<file path="config.mk">
export PLATFORM = sky130hd
export DESIGN_NAME = first_fit_block_allocator_unit
export DESIGN_NICKNAME = d
export VERILOG_FILES = /design/src/design/ffba_pkg.sv /design/src/design/first_fit_block_allocator_unit.sv /design/src/design/ffba_ram.sv /design/src/design/ffba_front.sv /design/src/design/ffba_queue.sv /design/src/design/ffba_back.sv
export SDC_FILE = /design/constraint.sdc
export NUM_CORES = 2
export LEC_CHECK = 0
export BUFFER_PORTS_ARGS = -buffer_cell sky130_fd_sc_hd__buf_2
export CORE_MARGIN = 2
export CORE_UTILIZATION = 30
export CTS_CLUSTER_DIAMETER = 30
export CTS_CLUSTER_SIZE = 25
export DETAILED_ROUTE_END_ITERATION = 8
export PLACE_DENSITY_LB_ADDON = 0.12
export SKIP_LAST_GASP = 1
export SLEW_MARGIN = 15
export SYNTH_ARGS = -nofsm -noshare
export SYNTH_HDL_FRONTEND = slang
export SYNTH_SLANG_ARGS = --single-unit
export TNS_END_PERCENT = 20
</file>
<file path="constraint.sdc">
create_clock -name clk_i -period 12.4 [get_ports clk_i]
set_clock_uncertainty 0.15 [all_clocks]
set_input_delay 0.62 -clock clk_i [delete_from_list [all_inputs] [get_ports clk_i]]
set_output_delay 0.62 -clock clk_i [all_outputs]
set_load 0.01 [all_outputs]
</file>
<file path="src/design/ffba_pkg.sv">
// ----------------------------------------------------------------------------
// ffba_pkg
// types and codes shared by the first-fit allocator front, queue and back
// ----------------------------------------------------------------------------
package ffba_pkg;

  localparam int unsigned HeapWidth = 17;
  localparam int unsigned AddrWidth = 19;
  localparam int unsigned SizeWidth = 20;

  // bytes per heap word, a power of two
  localparam int unsigned WordBytes = 8;

  typedef enum logic [1:0] {
    KIND_FREE = 2'd0,
    KIND_USED = 2'd1,
    KIND_END  = 2'd2,
    KIND_NONE = 2'd3
  } kind_e;

  typedef enum logic [1:0] {
    ST_OK           = 2'd0,
    ST_NO_FIT       = 2'd1,
    ST_INVALID_FREE = 2'd2,
    ST_TABLE_FULL   = 2'd3
  } status_e;

  typedef enum logic {
    REQ_ALLOC = 1'b0,
    REQ_FREE  = 1'b1
  } req_e;

  typedef struct packed {
    logic                 req_type;
    logic [SizeWidth-1:0] size_bytes;
    logic [AddrWidth-1:0] block_address;
  } req_t;

  typedef struct packed {
    logic [AddrWidth-1:0] address;
    logic [1:0]           status;
  } rsp_t;

  // classified command between front and back
  typedef struct packed {
    logic                 is_free;
    logic                 bad_align;
    logic [HeapWidth-1:0] key;
  } cmd_t;

  typedef struct packed {
    logic [HeapWidth-1:0] word;
    logic [1:0]           kind;
  } entry_t;

endpackage

</file>
<file path="src/design/first_fit_block_allocator_unit.sv">
// ----------------------------------------------------------------------------
// first_fit_block_allocator_unit
// first-fit heap allocator with coalescing over a fixed word region
// ----------------------------------------------------------------------------
//  channel   signals                      direction  beat taken when
//  request   start_i, req_i               in         start_i && !busy_o
//  result    done_o, rsp_o                out        done_o (one cycle)
//  config    cfg_we_i, cfg_wdata_i        in         cfg_we_i
//
//  a request scans the table entry by entry and moves entries one at a time
//  for an insert or erase; the boundary ram gives one registered read a cycle
//  reset empties the table; the first allocate builds it from heap_words
//  busy_o is high while the two-deep command queue is full
//  results cannot be held off: done_o marks each one for a single cycle
module first_fit_block_allocator_unit
  import ffba_pkg::*;
#(
  parameter int unsigned MaxEntries = 64
) (
  input  logic                 clk_i,
  input  logic                 rst_ni,
  input  logic                 start_i,
  output logic                 busy_o,
  input  req_t                 req_i,
  output logic                 done_o,
  output rsp_t                 rsp_o,
  input  logic                 cfg_we_i,
  input  logic [HeapWidth-1:0] cfg_wdata_i
);

  logic [HeapWidth-1:0] heap_q;
  cmd_t                 cmd_in, cmd_out;
  logic                 full, qvalid, pop, push;

  // register holds low 17 bits; values above 65536 saturate
  always_ff @(posedge clk_i or negedge rst_ni) begin
    if (!rst_ni) begin
      heap_q <= HeapWidth'(512);
    end else if (cfg_we_i) begin
      heap_q <= cfg_wdata_i[HeapWidth-1] ? HeapWidth'(65536) : cfg_wdata_i;
    end
  end

  assign busy_o = full;
  assign push   = start_i && !full;

  ffba_front u_front (
    .req_i (req_i),
    .cmd_o (cmd_in)
  );

  ffba_queue u_queue (
    .clk_i   (clk_i),
    .rst_ni  (rst_ni),
    .push_i  (push),
    .data_i  (cmd_in),
    .full_o  (full),
    .pop_i   (pop),
    .valid_o (qvalid),
    .data_o  (cmd_out)
  );

  ffba_back #(.MaxEntries(MaxEntries)) u_back (
    .clk_i        (clk_i),
    .rst_ni       (rst_ni),
    .heap_words_i (heap_q),
    .valid_i      (qvalid),
    .cmd_i        (cmd_out),
    .pop_o        (pop),
    .done_o       (done_o),
    .rsp_o        (rsp_o)
  );

`ifndef SYNTH
  a_busy_full: assert property (@(posedge clk_i) disable iff (!rst_ni)
    busy_o |-> qvalid) else $error("busy with empty queue");
  a_heap_range: assert property (@(posedge clk_i) disable iff (!rst_ni)
    heap_q <= HeapWidth'(65536)) else $error("heap size out of range");
  a_status_addr: assert property (@(posedge clk_i) disable iff (!rst_ni)
    done_o && rsp_o.status != ST_OK |-> rsp_o.address == '0)
    else $error("failed request with address");
`endif

endmodule

</file>
<file path="src/design/ffba_ram.sv">
// ----------------------------------------------------------------------------
// ffba_ram
// generic simple dual-port ram, one write and one registered read per cycle
// ----------------------------------------------------------------------------
module ffba_ram #(
  parameter int unsigned Width = 8,
  parameter int unsigned Depth = 64
) (
  input  logic                     clk_i,
  input  logic                     we_i,
  input  logic [$clog2(Depth)-1:0] waddr_i,
  input  logic [Width-1:0]         wdata_i,
  input  logic [$clog2(Depth)-1:0] raddr_i,
  output logic [Width-1:0]         rdata_o
);

  logic [Width-1:0] mem_q [Depth];

  always_ff @(posedge clk_i) begin
    if (we_i) begin
      mem_q[waddr_i] <= wdata_i;
    end
    rdata_o <= mem_q[raddr_i];
  end

endmodule

</file>
<file path="src/design/ffba_front.sv">
// ----------------------------------------------------------------------------
// ffba_front
// takes a request and classifies it into a word-count or word-offset command
// ----------------------------------------------------------------------------
module ffba_front
  import ffba_pkg::*;
(
  input  req_t req_i,
  output cmd_t cmd_o
);

  localparam int unsigned Sh = $clog2(WordBytes);

  logic [SizeWidth:0] need_w;
  logic [AddrWidth-1:0] off_w;
  logic [AddrWidth-1:0] rem_w;

  // word counts by shift and mask, the word size being a power of two
  always_comb begin
    need_w = (req_i.size_bytes == '0) ? (SizeWidth+1)'(1)
           : (SizeWidth+1)'(((req_i.size_bytes - 1'b1) >> Sh)) + 1'b1;
    off_w  = req_i.block_address >> Sh;
    rem_w  = req_i.block_address & AddrWidth'(WordBytes - 1);
    cmd_o.is_free   = (req_i.req_type == REQ_FREE);
    cmd_o.bad_align = (rem_w != '0);
    if (req_i.req_type == REQ_FREE) begin
      cmd_o.key = HeapWidth'(off_w);
    end else begin
      // sizes above 65536 words can never fit the heap of at most 65536 words
      cmd_o.key = (need_w > (SizeWidth+1)'(65536)) ? '1 : HeapWidth'(need_w);
    end
  end

endmodule

</file>
<file path="src/design/ffba_queue.sv">
// ----------------------------------------------------------------------------
// ffba_queue
// two-entry command queue between front and back
// ----------------------------------------------------------------------------
module ffba_queue
  import ffba_pkg::*;
(
  input  logic clk_i,
  input  logic rst_ni,
  input  logic push_i,
  input  cmd_t data_i,
  output logic full_o,
  input  logic pop_i,
  output logic valid_o,
  output cmd_t data_o
);

  cmd_t       buf_q [2];
  logic       rd_q, rd_d, wr_q, wr_d;
  logic [1:0] cnt_q, cnt_d;

  assign full_o  = (cnt_q == 2'd2);
  assign valid_o = (cnt_q != 2'd0);
  assign data_o  = buf_q[rd_q];

  always_comb begin
    cnt_d = cnt_q + {1'b0, push_i} - {1'b0, pop_i};
    rd_d  = rd_q ^ pop_i;
    wr_d  = wr_q ^ push_i;
  end

  always_ff @(posedge clk_i or negedge rst_ni) begin
    if (!rst_ni) begin
      cnt_q <= '0;
      rd_q  <= 1'b0;
      wr_q  <= 1'b0;
    end else begin
      cnt_q <= cnt_d;
      rd_q  <= rd_d;
      wr_q  <= wr_d;
    end
  end

  always_ff @(posedge clk_i) begin
    if (push_i) begin
      buf_q[wr_q] <= data_i;
    end
  end

`ifndef SYNTH
  a_no_overflow: assert property (@(posedge clk_i) disable iff (!rst_ni)
    full_o |-> !push_i || pop_i) else $error("queue overflow");
  a_no_underflow: assert property (@(posedge clk_i) disable iff (!rst_ni)
    pop_i |-> valid_o) else $error("queue underflow");
  a_cnt_range: assert property (@(posedge clk_i) disable iff (!rst_ni)
    cnt_q != 2'd3) else $error("queue count out of range");
`endif

endmodule

</file>
<file path="src/design/ffba_back.sv">
// ----------------------------------------------------------------------------
// ffba_back
// sequencer that scans and edits the boundary table in ram
// ----------------------------------------------------------------------------
module ffba_back
  import ffba_pkg::*;
#(
  parameter int unsigned MaxEntries = 64
) (
  input  logic                 clk_i,
  input  logic                 rst_ni,
  input  logic [HeapWidth-1:0] heap_words_i,
  input  logic                 valid_i,
  input  cmd_t                 cmd_i,
  output logic                 pop_o,
  output logic                 done_o,
  output rsp_t                 rsp_o
);

  localparam int unsigned IdxW = $clog2(MaxEntries);
  localparam int unsigned CntW = $clog2(MaxEntries + 1);

  localparam logic [3:0] S_IDLE  = 4'd0;
  localparam logic [3:0] S_RD    = 4'd1;  // issue read of idx_q
  localparam logic [3:0] S_CHK   = 4'd2;  // examine entry idx_q, prev_q holds idx_q-1
  localparam logic [3:0] S_SHR   = 4'd3;  // shift up: read k-1
  localparam logic [3:0] S_SHW   = 4'd4;  // shift up: write k
  localparam logic [3:0] S_SLR   = 4'd5;  // shift down: read k+1
  localparam logic [3:0] S_SLW   = 4'd6;  // shift down: write k
  localparam logic [3:0] S_FIN   = 4'd7;
  localparam logic [3:0] S_BUILD = 4'd8;

  logic [3:0]           st_q, st_d;
  logic [CntW-1:0]      cnt_q, cnt_d;
  logic [CntW-1:0]      idx_q, idx_d;   // entry being read
  logic [CntW-1:0]      k_q, k_d;       // shift pointer
  logic [CntW-1:0]      stop_q, stop_d; // shift end
  logic [CntW-1:0]      hit_q, hit_d;   // matched entry index
  entry_t               prev_q, prev_d; // entry idx-1
  entry_t               pp_q, pp_d;     // entry idx-2
  entry_t               ins_q, ins_d;   // entry to insert after shift
  logic [1:0]           phase_q, phase_d;
  cmd_t                 cmd_q, cmd_d;
  rsp_t                 rsp_q, rsp_d;
  logic                 done_q, done_d;
  logic                 we;
  logic [IdxW-1:0]      waddr, raddr;
  entry_t               wdata, rdata;
  logic [HeapWidth-1:0] len;
  logic [HeapWidth-1:0] hw_sat;

  localparam logic [1:0] PH_NONE = 2'd0;
  localparam logic [1:0] PH_MERGE_PREV = 2'd1;

  ffba_ram #(.Width($bits(entry_t)), .Depth(MaxEntries)) u_ram (
    .clk_i   (clk_i),
    .we_i    (we),
    .waddr_i (waddr),
    .wdata_i (wdata),
    .raddr_i (raddr),
    .rdata_o (rdata)
  );

  assign pop_o  = (st_q == S_IDLE) && valid_i;
  assign done_o = done_q;
  assign rsp_o  = rsp_q;
  assign len    = rdata.word - prev_q.word;
  assign hw_sat = (heap_words_i == '0) ? HeapWidth'(1) : heap_words_i;

  always_comb begin
    st_d = st_q; cnt_d = cnt_q; idx_d = idx_q; k_d = k_q; stop_d = stop_q;
    hit_d = hit_q; prev_d = prev_q; pp_d = pp_q; ins_d = ins_q;
    phase_d = phase_q; cmd_d = cmd_q; rsp_d = rsp_q; done_d = 1'b0;
    we = 1'b0; waddr = idx_q[IdxW-1:0]; wdata = prev_q;
    raddr = idx_q[IdxW-1:0];
    unique case (st_q)
      S_IDLE: begin
        if (valid_i) begin
          cmd_d = cmd_i;
          rsp_d = '{address: '0, status: ST_OK};
          idx_d = '0;
          if (cmd_i.is_free && (cnt_q == '0 || cmd_i.bad_align)) begin
            rsp_d.status = ST_INVALID_FREE;
            st_d = S_FIN;
          end else if (cnt_q == '0) begin
            st_d = S_BUILD;
          end else begin
            st_d = S_RD;
          end
        end
      end
      S_BUILD: begin
        // free at 0 then end at heap size, two writes
        we = 1'b1;
        if (idx_q == '0) begin
          waddr = '0; wdata = '{word: '0, kind: KIND_FREE};
          idx_d = CntW'(1);
        end else begin
          waddr = IdxW'(1); wdata = '{word: hw_sat, kind: KIND_END};
          cnt_d = CntW'(2); idx_d = '0; st_d = S_RD;
        end
      end
      S_RD: begin
        raddr = idx_q[IdxW-1:0];
        pp_d = prev_q;
        st_d = S_CHK;
      end
      S_CHK: begin
        // rdata is entry idx_q, prev_q is idx_q-1, pp_q is idx_q-2
        if (!cmd_q.is_free) begin
          if (idx_q != '0 && prev_q.kind == KIND_FREE && len >= cmd_q.key) begin
            hit_d = idx_q - 1'b1;
            rsp_d.address = AddrWidth'(prev_q.word * WordBytes);
            if (len > cmd_q.key) begin
              if (cnt_q >= CntW'(MaxEntries)) begin
                rsp_d = '{address: '0, status: ST_TABLE_FULL};
                st_d = S_FIN;
              end else begin
                // mark used, then open a slot at idx_q
                we = 1'b1; waddr = hit_d[IdxW-1:0];
                wdata = '{word: prev_q.word, kind: KIND_USED};
                ins_d = '{word: prev_q.word + cmd_q.key, kind: KIND_FREE};
                k_d = cnt_q; stop_d = idx_q; st_d = S_SHR;
              end
            end else begin
              we = 1'b1; waddr = hit_d[IdxW-1:0];
              wdata = '{word: prev_q.word, kind: KIND_USED};
              st_d = S_FIN;
            end
          end else if (idx_q + 1'b1 >= cnt_q) begin
            rsp_d = '{address: '0, status: ST_NO_FIT};
            st_d = S_FIN;
          end else begin
            prev_d = rdata; idx_d = idx_q + 1'b1; raddr = idx_d[IdxW-1:0];
            pp_d = prev_q; st_d = S_CHK;
          end
        end else begin
          // free: examine entry idx_q-1 once its successor is read
          if (idx_q != '0 && {2'b0, prev_q.word} == {2'b0, cmd_q.key} &&
              prev_q.kind != KIND_NONE) begin
            if (prev_q.kind != KIND_USED) begin
              rsp_d.status = ST_INVALID_FREE; st_d = S_FIN;
            end else begin
              hit_d = idx_q - 1'b1;
              we = 1'b1; waddr = hit_d[IdxW-1:0];
              wdata = '{word: prev_q.word, kind: KIND_FREE};
              if (idx_q < cnt_q && rdata.kind == KIND_FREE) begin
                // erase successor, then check predecessor
                k_d = idx_q; stop_d = cnt_q - 1'b1; st_d = S_SLR;
                cnt_d = cnt_q;
                phase_d = PH_MERGE_PREV;
              end else if (hit_d != '0 && pp_q.kind == KIND_FREE) begin
                k_d = hit_d; stop_d = cnt_q - 1'b1; phase_d = PH_NONE;
                st_d = S_SLR;
              end else begin
                st_d = S_FIN;
              end
            end
          end else if (idx_q >= cnt_q) begin
            rsp_d.status = ST_INVALID_FREE; st_d = S_FIN;
          end else begin
            prev_d = rdata; idx_d = idx_q + 1'b1; pp_d = prev_q;
            raddr = idx_d[IdxW-1:0]; st_d = S_CHK;
          end
        end
      end
      S_SHR: begin
        if (k_q == stop_q) begin
          we = 1'b1; waddr = k_q[IdxW-1:0]; wdata = ins_q;
          cnt_d = cnt_q + 1'b1; st_d = S_FIN;
        end else begin
          raddr = IdxW'(k_q - 1'b1); st_d = S_SHW;
        end
      end
      S_SHW: begin
        we = 1'b1; waddr = k_q[IdxW-1:0]; wdata = rdata;
        k_d = k_q - 1'b1; st_d = S_SHR;
      end
      S_SLR: begin
        if (k_q >= stop_q) begin
          cnt_d = cnt_q - 1'b1;
          if (phase_q == PH_MERGE_PREV && hit_q != '0 && pp_q.kind == KIND_FREE) begin
            phase_d = PH_NONE; k_d = hit_q; stop_d = cnt_d - 1'b1;
            st_d = S_SLR;
          end else begin
            st_d = S_FIN;
          end
        end else begin
          raddr = IdxW'(k_q + 1'b1); st_d = S_SLW;
        end
      end
      S_SLW: begin
        we = 1'b1; waddr = k_q[IdxW-1:0]; wdata = rdata;
        k_d = k_q + 1'b1; st_d = S_SLR;
      end
      S_FIN: begin
        if (rsp_q.status != ST_OK) rsp_d.address = '0;
        done_d = 1'b1; st_d = S_IDLE;
      end
      default: st_d = S_IDLE;
    endcase
  end

  always_ff @(posedge clk_i or negedge rst_ni) begin
    if (!rst_ni) begin
      st_q <= S_IDLE; cnt_q <= '0; done_q <= 1'b0; phase_q <= PH_NONE;
    end else begin
      st_q <= st_d; cnt_q <= cnt_d; done_q <= done_d; phase_q <= phase_d;
    end
  end

  always_ff @(posedge clk_i) begin
    idx_q <= idx_d; k_q <= k_d; stop_q <= stop_d; hit_q <= hit_d;
    prev_q <= (st_q == S_IDLE) ? '{word: '0, kind: KIND_NONE} : prev_d;
    pp_q <= (st_q == S_IDLE) ? '{word: '0, kind: KIND_NONE} : pp_d;
    ins_q <= ins_d; cmd_q <= cmd_d; rsp_q <= rsp_d;
  end

`ifndef SYNTH
  a_cnt_bound: assert property (@(posedge clk_i) disable iff (!rst_ni)
    cnt_q <= CntW'(MaxEntries)) else $error("entry count overflow");
  a_done_pulse: assert property (@(posedge clk_i) disable iff (!rst_ni)
    done_q |=> !done_q) else $error("double result");
  a_pop_idle: assert property (@(posedge clk_i) disable iff (!rst_ni)
    pop_o |=> st_q != S_IDLE) else $error("pop without work");
`endif

endmodule
</file>
Word level (Yosys, flattened, before mapping)
Memory sizes are Yosys's and may differ from the RTL's. A register that Yosys moved wholly into a read port is not among the register bits. Index checks and enable logic that the tools add are counted.

Input port bits: 61. Bits in writable memories: 1254. Register bits after elaboration: 140. Memories: 2.

Memory list: u_back.u_ram.mem_q (words 64, width 19, read ports 1, clocked after memory_dff 1, wr ports 1, line ffba_ram.sv:17) `logic [Width-1:0] mem_q [Depth];`; u_queue.buf_q (words 2, width 19, read ports 1, clocked after memory_dff 0, wr ports 1, line ffba_queue.sv:18) `cmd_t buf_q [2];`.

Muxes and demuxes: 133. Equal/unequal tests: 47. Add/sub/neg operators: 13. Magnitude comparators: 8. Bitwise gates (word level): 4. Reduce and logical (&&, ||, !) cells: 50.

Operators by type and width (count): 2-to-1 mux 7 bit (33); 2-to-1 mux 19 bit (9); 2-to-1 mux 21 bit (6); 2-to-1 mux 6 bit (14); case mux 19 bit (4 select lines) (1); 2-to-1 mux 17 bit (4); case mux 19 bit (3 select lines) (1); 2-to-1 mux 2 bit (27); case mux 7 bit (3 select lines) (2); 2-to-1 mux 4 bit (9); case mux 4 bit (8 select lines) (1); case mux 7 bit (4 select lines) (1); subtractor 7 x 1 -> 7 bit (second input constant) (4); case mux 6 bit (4 select lines) (1); adder 7 x 1 -> 7 bit (second input constant) (3); >= comparator 7 bit (3); greater-than comparator 21 x 17 -> 1 bit (second input constant) (1); nonzero test 7 bit (3); subtractor 20 x 1 -> 21 bit (second input constant) (1); zero test 20 bit (1); != test 2 x 1 -> 1 bit (second input constant) (10); AND reduction 5 bit (4); adder 18 x 1 -> 19 bit (second input constant) (1); nonzero test 19 bit (1); 48 further kinds (114).

Longest topological paths before layout
Depth after elaboration: 9. Gate-level depth with buffers: 31. Mapped depth without buffers: 26.

Cells and area by module
From an unflattened synthesis, not the netlist that was laid out.

Cell total of the unflattened synthesis: 3491. Area total of the unflattened synthesis: 59669.7 µm².

By module, submodules not included: ffba_ram (sequential area each 36895.4 µm², times used 1, cells an instance 2159, area an instance 47107.7 µm²); ffba_back (sequential area each 3178.0 µm², times used 1, cells an instance 1016, area an instance 9042.4 µm²); ffba_queue (sequential area each 1241.2 µm², times used 1, cells an instance 75, area an instance 1659.1 µm²); ffba_front (sequential area each 0.0 µm², times used 1, cells an instance 170, area an instance 1123.6 µm²); first_fit_block_allocator_unit (sequential area each 426.7 µm², times used 1, cells an instance 71, area an instance 737.0 µm²).

Least setup slack after synthesis
OpenSTA, ideal clock, no wires.

Kind: reg-to-reg. Start point: register u_back.u_ram.rdata_o[2] (read register of u_back.u_ram.mem_q). End point: memory u_back.u_ram.mem_q[0][0] (netlist bit) (data pin). Setup time: 0.721 ns. Stages on the path, launching flop included: 23. Clock period less this slack: 7.266 ns. Arrival: 6.395 ns. Setup slack: 5.134 ns. Path through: dfxtp_1 inv_1 ha_1 fa_1 nor2b_1 o21ai_0 a21boi_0 o21ai_0 nand2b_1 a21o_1 a21oi_1 a2bb2oi_1 a211o_1 o21ai_0 o211ai_1 ha_1 and3_1 o21ai_0 o21ai_0 o21ai_0 nand2_1 nand2_1 o31ai_1.

Word-level cells in the longest chain between the ends: 6.

Ends and longest elaborated chain: start, declared (line ffba_ram.sv:14) `output logic [Width-1:0] rdata_o`; subtractor 17 bit (*) (line ffba_back.sv:67) `assign len = rdata.word - prev_q.word;`; greater-than comparator 17 bit / >= comparator 17 bit (equally long branches) (line ffba_back.sv:114, ffba_back.sv:111); 2-to-1 mux 2 bit / logical AND 1 bit (equally long branches) (line ffba_back.sv:114, ffba_back.sv:111); 2-to-1 mux 2 bit (*) (line ffba_back.sv:111) `if (idx_q != '0 && prev_q.kind == KIND_FREE && len >= cmd_q.key) begin`; 2-to-1 mux 2 bit (*) (line ffba_back.sv:110) `if (!cmd_q.is_free) begin`; case mux 19 bit (4 select lines) (*) (line ffba_back.sv:76) `unique case (st_q)`; net u_back.u_ram.wdata_i[0] (line ffba_ram.sv:12) `input logic [Width-1:0] wdata_i,`; end, declared (line ffba_ram.sv:17).

Mark *: on every way through the listed nets, which the timed path passes. The rest lies on a longest branch.

Worst setup path in the final report
Start point: register u_back.u_ram.rdata_o[2] (read register of u_back.u_ram.mem_q). End point: register u_back.u_ram.rdata_o[16] (read register of u_back.u_ram.mem_q).

Word-level cells in the longest chain between the ends: 6.

Ends and longest elaborated chain (line): subtractor 17 bit (ffba_back.sv:67); >= comparator 17 bit (ffba_back.sv:111); logical AND 1 bit (ffba_back.sv:111); 2-to-1 mux 6 bit (ffba_back.sv:111); 2-to-1 mux 6 bit (ffba_back.sv:110); case mux 6 bit (3 select lines) (ffba_back.sv:76).

No other way between the ends. A chain may end at the register's enable or synchronous reset.

==> results.rst <==
.. list-table::
   :header-rows: 1

   * - Metric
     - Value
   * - Count of fill cells added during filler insertion
     - 19200
   * - Layout cells sized above 1
     - 0.176
   * - Top-level port count
     - 84
   * - Number of global-route vias before repair
     - 41300
   * - Starting density of the core
     - 0.302
   * - Max stage delay on crit path
     - 0.89 ns
   * - Hold Crit Class
     - input port to flop
   * - TritonCTS sink count
     - approximately 1400
   * - Required arrival time at the worst endpoint
     - 13.06 ns
   * - H-tree depth
     - 5
   * - Post-CTS setup buffers
     - 0
   * - Bufs on Longest Clock Path
     - 4
   * - Total wire length after detailed routing
     - about 220000 um
   * - Storage element area
     - 41700 um^2
   * - RSZ-0062 raised after global routing
     - false
   * - Met1 Use GR
     - 0.278
   * - Worst r2r path cells
     - 28
   * - Height of the chip
     - between 400 and 500 um
   * - Global-route wire length before repair
     - 310000 um
   * - CTS tree
     - done
   * - Post-Synthesis Cell Area
     - just over 60000 um^2
   * - Worst relative slew slack
     - 0.234
   * - Number of instances on the worst hold path
     - 2
   * - Pins over their slew limit
     - 0
   * - Post-synth EDFFs
     - around 1300
   * - GRT met2 Usage
     - 0.342
   * - Met3 track utilization from global routing
     - 0.0349
   * - Most congested layer reported by global routing
     - met2
   * - Worst-path clk slew
     - around 0.04 ns
   * - Count of buffers inserted at the top-level ports
     - 80
   * - 1st-iter DRT viols
     - 4123
   * - Critical setup path kind
     - flop to flop
   * - Maximum clock frequency
     - 116 MHz
   * - Primary FF master, synth
     - sky130_fd_sc_hd__edfxtp_1
   * - Final critical-path share of the clock period
     - 0.694
   * - Async set-or-reset flop fraction in the synthesized netlist
     - 0.0241
   * - Number of antenna violations at the first check in global routing
     - 5
   * - Clk Tree Root Cell
     - sky130_fd_sc_hd__clkbuf_16
   * - Setup Total Neg Slack
     - 0 ns
   * - Chip width
     - 453 um
   * - Worst-Margin Slew
     - around 1.1 ns
   * - Overall die area
     - 205000 um^2
   * - CP dominant cell by count
     - sky130_fd_sc_hd__o21ai_0
   * - Via count of the routed design
     - 41800
   * - Warnings, synthesis
     - 0
   * - Final Wtd Congestion
     - 0.841
   * - Arr. time, crit path
     - 9.27 ns
   * - Grt ovf
     - 0
   * - Startpoint type of the worst setup path
     - flop
   * - Total DRC errors in the routed layout
     - 0
   * - Sequential share of the synthesized area
     - 0.691
   * - Final Hold Viols
     - 0
   * - Maximum number of pins on one net before global-route repair
     - 130
   * - Latest clock arrival within the worst-skew pair
     - approximately 0.93 ns
   * - Post-Synthesis Mean Instance Area
     - 12.5 um^2
   * - Maxcap violations
     - 0
   * - Cell with the largest stage delay on the worst path
     - sky130_fd_sc_hd__a21oi_1
   * - Detail Placement HPWL
     - about 130000 um
   * - Post-layout min period
     - ~8.6 ns
   * - Routed wire length per instance
     - 26.7 um
   * - Critical path peak fanout
     - 114
   * - Synth-to-Final Area Change
     - 27.9%
   * - Kind of capture point of the worst setup path
     - flop
   * - Multi-input gate area in the final layout
     - roughly 17000 um^2
   * - Number of distinct library cell variants in the gate-level netlist after synthesis
     - 99
   * - Number of iterations in the first detailed-routing pass
     - 6
   * - Post-detailed-route via-to-cell ratio
     - between 5 and 6
   * - Placement row count
     - between 150 and 200
   * - Antenna viol nets, final
     - 0
   * - CTS Buf Count
     - 375
   * - Post-cts gate resize count
     - 0
   * - Post-Route Utilization
     - 0.386
   * - Synthesized instance count
     - 4814
   * - Run status
     - finished, final reports clean
   * - Number of synthesized register bits
     - 1409
   * - Final number of setup-violating endpoints
     - 0
   * - Area of the core region
     - 200000 um^2
   * - GRT Util Overall
     - 0.208
   * - Final layout net count
     - 5336
==> through the flow <==
step | hold slack (ns) | instance area [um^2] | std cells | setup WS (ns)
global placement | 0.316 | 64300 | 7411 | 2.40
global route | 0.0518 | 77200 | 8136 | 3.26
CTS | 0.00285 | 77200 | 8136 | 3.77
finish | 0.0708 | 77200 | 8139 | 3.79
detailed placement | 0.321 | 64600 | 7428 | 3.80
floorplan | 0.174 | 60400 | 4816 | 5.13
==> cells in the mapped netlist, types with 19 or more instances <==
master,number,area [um^2]
sky130_fd_sc_hd__a211oi_1,30,225
sky130_fd_sc_hd__a21oi_1,197,986
sky130_fd_sc_hd__a22oi_1,26,195
sky130_fd_sc_hd__a31oi_1,80,500
sky130_fd_sc_hd__a32oi_1,56,490
sky130_fd_sc_hd__buf_2,105,526
sky130_fd_sc_hd__buf_4,25,188
sky130_fd_sc_hd__clkbuf_1,127,477
sky130_fd_sc_hd__dfrtp_1,33,826
sky130_fd_sc_hd__dfxtp_1,40,801
sky130_fd_sc_hd__edfxtp_1,1335,40100
sky130_fd_sc_hd__ha_1,87,1090
sky130_fd_sc_hd__inv_1,111,417
sky130_fd_sc_hd__mux2_2,20,225
sky130_fd_sc_hd__mux2i_1,100,1000
sky130_fd_sc_hd__nand2_1,1120,4200
sky130_fd_sc_hd__nand3_1,494,2470
sky130_fd_sc_hd__nor2_1,165,619
sky130_fd_sc_hd__nor3_1,63,315
sky130_fd_sc_hd__nor4_1,53,332
sky130_fd_sc_hd__o21ai_0,102,510
sky130_fd_sc_hd__or3_1,19,119
sky130_fd_sc_hd__xnor2_1,54,473
sky130_fd_sc_hd__xor2_1,22,193
==> area by class of cell <==
cell class / instances / share of cell area
Sequential cell: 1409 / 0.541
Multi-Input combinational cell: 3018 / 0.226
Clock buffer: 460 / 0.129
Tap cell: 2656 / 0.0430
Clock inverter: 211 / 0.0295
Timing Repair Buffer: 270 / 0.0266
Inverter: 112 / 0.00544
Antenna cell: 3 / 0.0000972
==> flip-flops by register name, summed over array words and instances (netlist names) <==
signal	count
u_back.u_ram.mem_q	1216
u_queue.buf_q	38
u_back.prev_q	19
u_back.u_ram.rdata_o	19
u_back.cmd_q	18
u_back.rsp_o	18
heap_q	17
u_back.ins_q	17
u_back.cnt_q	7
u_back.hit_q	7
u_back.idx_q	7
u_back.k_q	7
u_back.stop_q	7
u_back.st_q	4
u_back.pp_q	2
u_queue.cnt_q	2
u_back.done_o	1
u_back.phase_q	1
u_queue.rd_q	1
u_queue.wr_q	1
==> worst paths after layout <==
| kind | startpoint | to | slack (ns) |
|---|---|---|---|
| setup / recovery | u_back.u_ram.rdata_o[2] | u_back.u_ram.rdata_o[16] | 3.79 |
| min in group asynchronous | rst_ni | u_back.st_q[3] | 0.29 |
| max in group asynchronous | rst_ni | heap_q[8] | 11.17 |
| hold reg to reg | u_back.pp_q[1] | u_back.pp_q[1] | 0.33 |
| setup reg to reg | u_back.u_ram.rdata_o[2] | u_back.u_ram.rdata_o[16] | 3.79 |
| hold / removal | cfg_wdata_i[16] | heap_q[16] | 0.07 |
==> routing by layer <==
metal / share of wire / wire length, um / vias to the layer above
met5: 0.00011 / 23 / -
met4: 0.032 / 6920 / 4
met3: 0.053 / 11500 / 369
met2: 0.48 / 104000 / 1406
met1: 0.44 / 94800 / 21200
li1: - / - / 18800
==> repair_timing <==
| action | in CTS | in global routing |
|---|---|---|
| setup endpoints to repair | 0 | 0 |
| hold endpoints to repair | 81 | 0 |
| hold buffers | 37 | 0 |
==> cells by family (layout without fill, tap and decap cells) <==
kind of cell / Yosys count / after routing / synth area share
multiplexers: 136 / 136 / 0.0263
other: 1 / 6 / 0.0000621
buffers and inverters: 389 / 1053 / 0.0285
AND/OR/NAND/NOR: 2036 / 2036 / 0.149
adder cells (fa/ha/maj): 89 / 89 / 0.0187
AO/OA/AOI/OAI: 678 / 678 / 0.0754
XOR/XNOR: 76 / 76 / 0.0110
flip-flops: 1409 / 1409 / 0.691
==> worst max-delay path: cells and delay by family, from the launching register on <==
kind	cells	cell delay, ns
AOI/OAI and AO/OA	13	3.29
and+or+nand+nor	8	2.00
buffers and inverters	4	1.41
adders and majority gates	3	0.95
DFF	1	0.41
==> placed cells by master (no fill, tap or decap), types with 54 or more instances in the layout <==
master and n:
sky130_fd_sc_hd__clkbuf_16 382, sky130_fd_sc_hd__buf_4 139, sky130_fd_sc_hd__a21oi_1 196, sky130_fd_sc_hd__nor3_1 60, sky130_fd_sc_hd__nand3_1 491, sky130_fd_sc_hd__nor2_1 101, sky130_fd_sc_hd__clkinv_2 77, sky130_fd_sc_hd__xnor2_1 54
sky130_fd_sc_hd__edfxtp_1 1335, sky130_fd_sc_hd__clkbuf_1 68, sky130_fd_sc_hd__o21ai_0 102, sky130_fd_sc_hd__nand2_1 1106, sky130_fd_sc_hd__mux2i_1 100, sky130_fd_sc_hd__a32oi_1 56, sky130_fd_sc_hd__a31oi_1 80, sky130_fd_sc_hd__ha_1 87
sky130_fd_sc_hd__inv_1 111, sky130_fd_sc_hd__buf_2 81
Power is left out: the tool's default activity adds up to more than one toggle a clock period on the data nets, which glitch-free logic cannot reach.
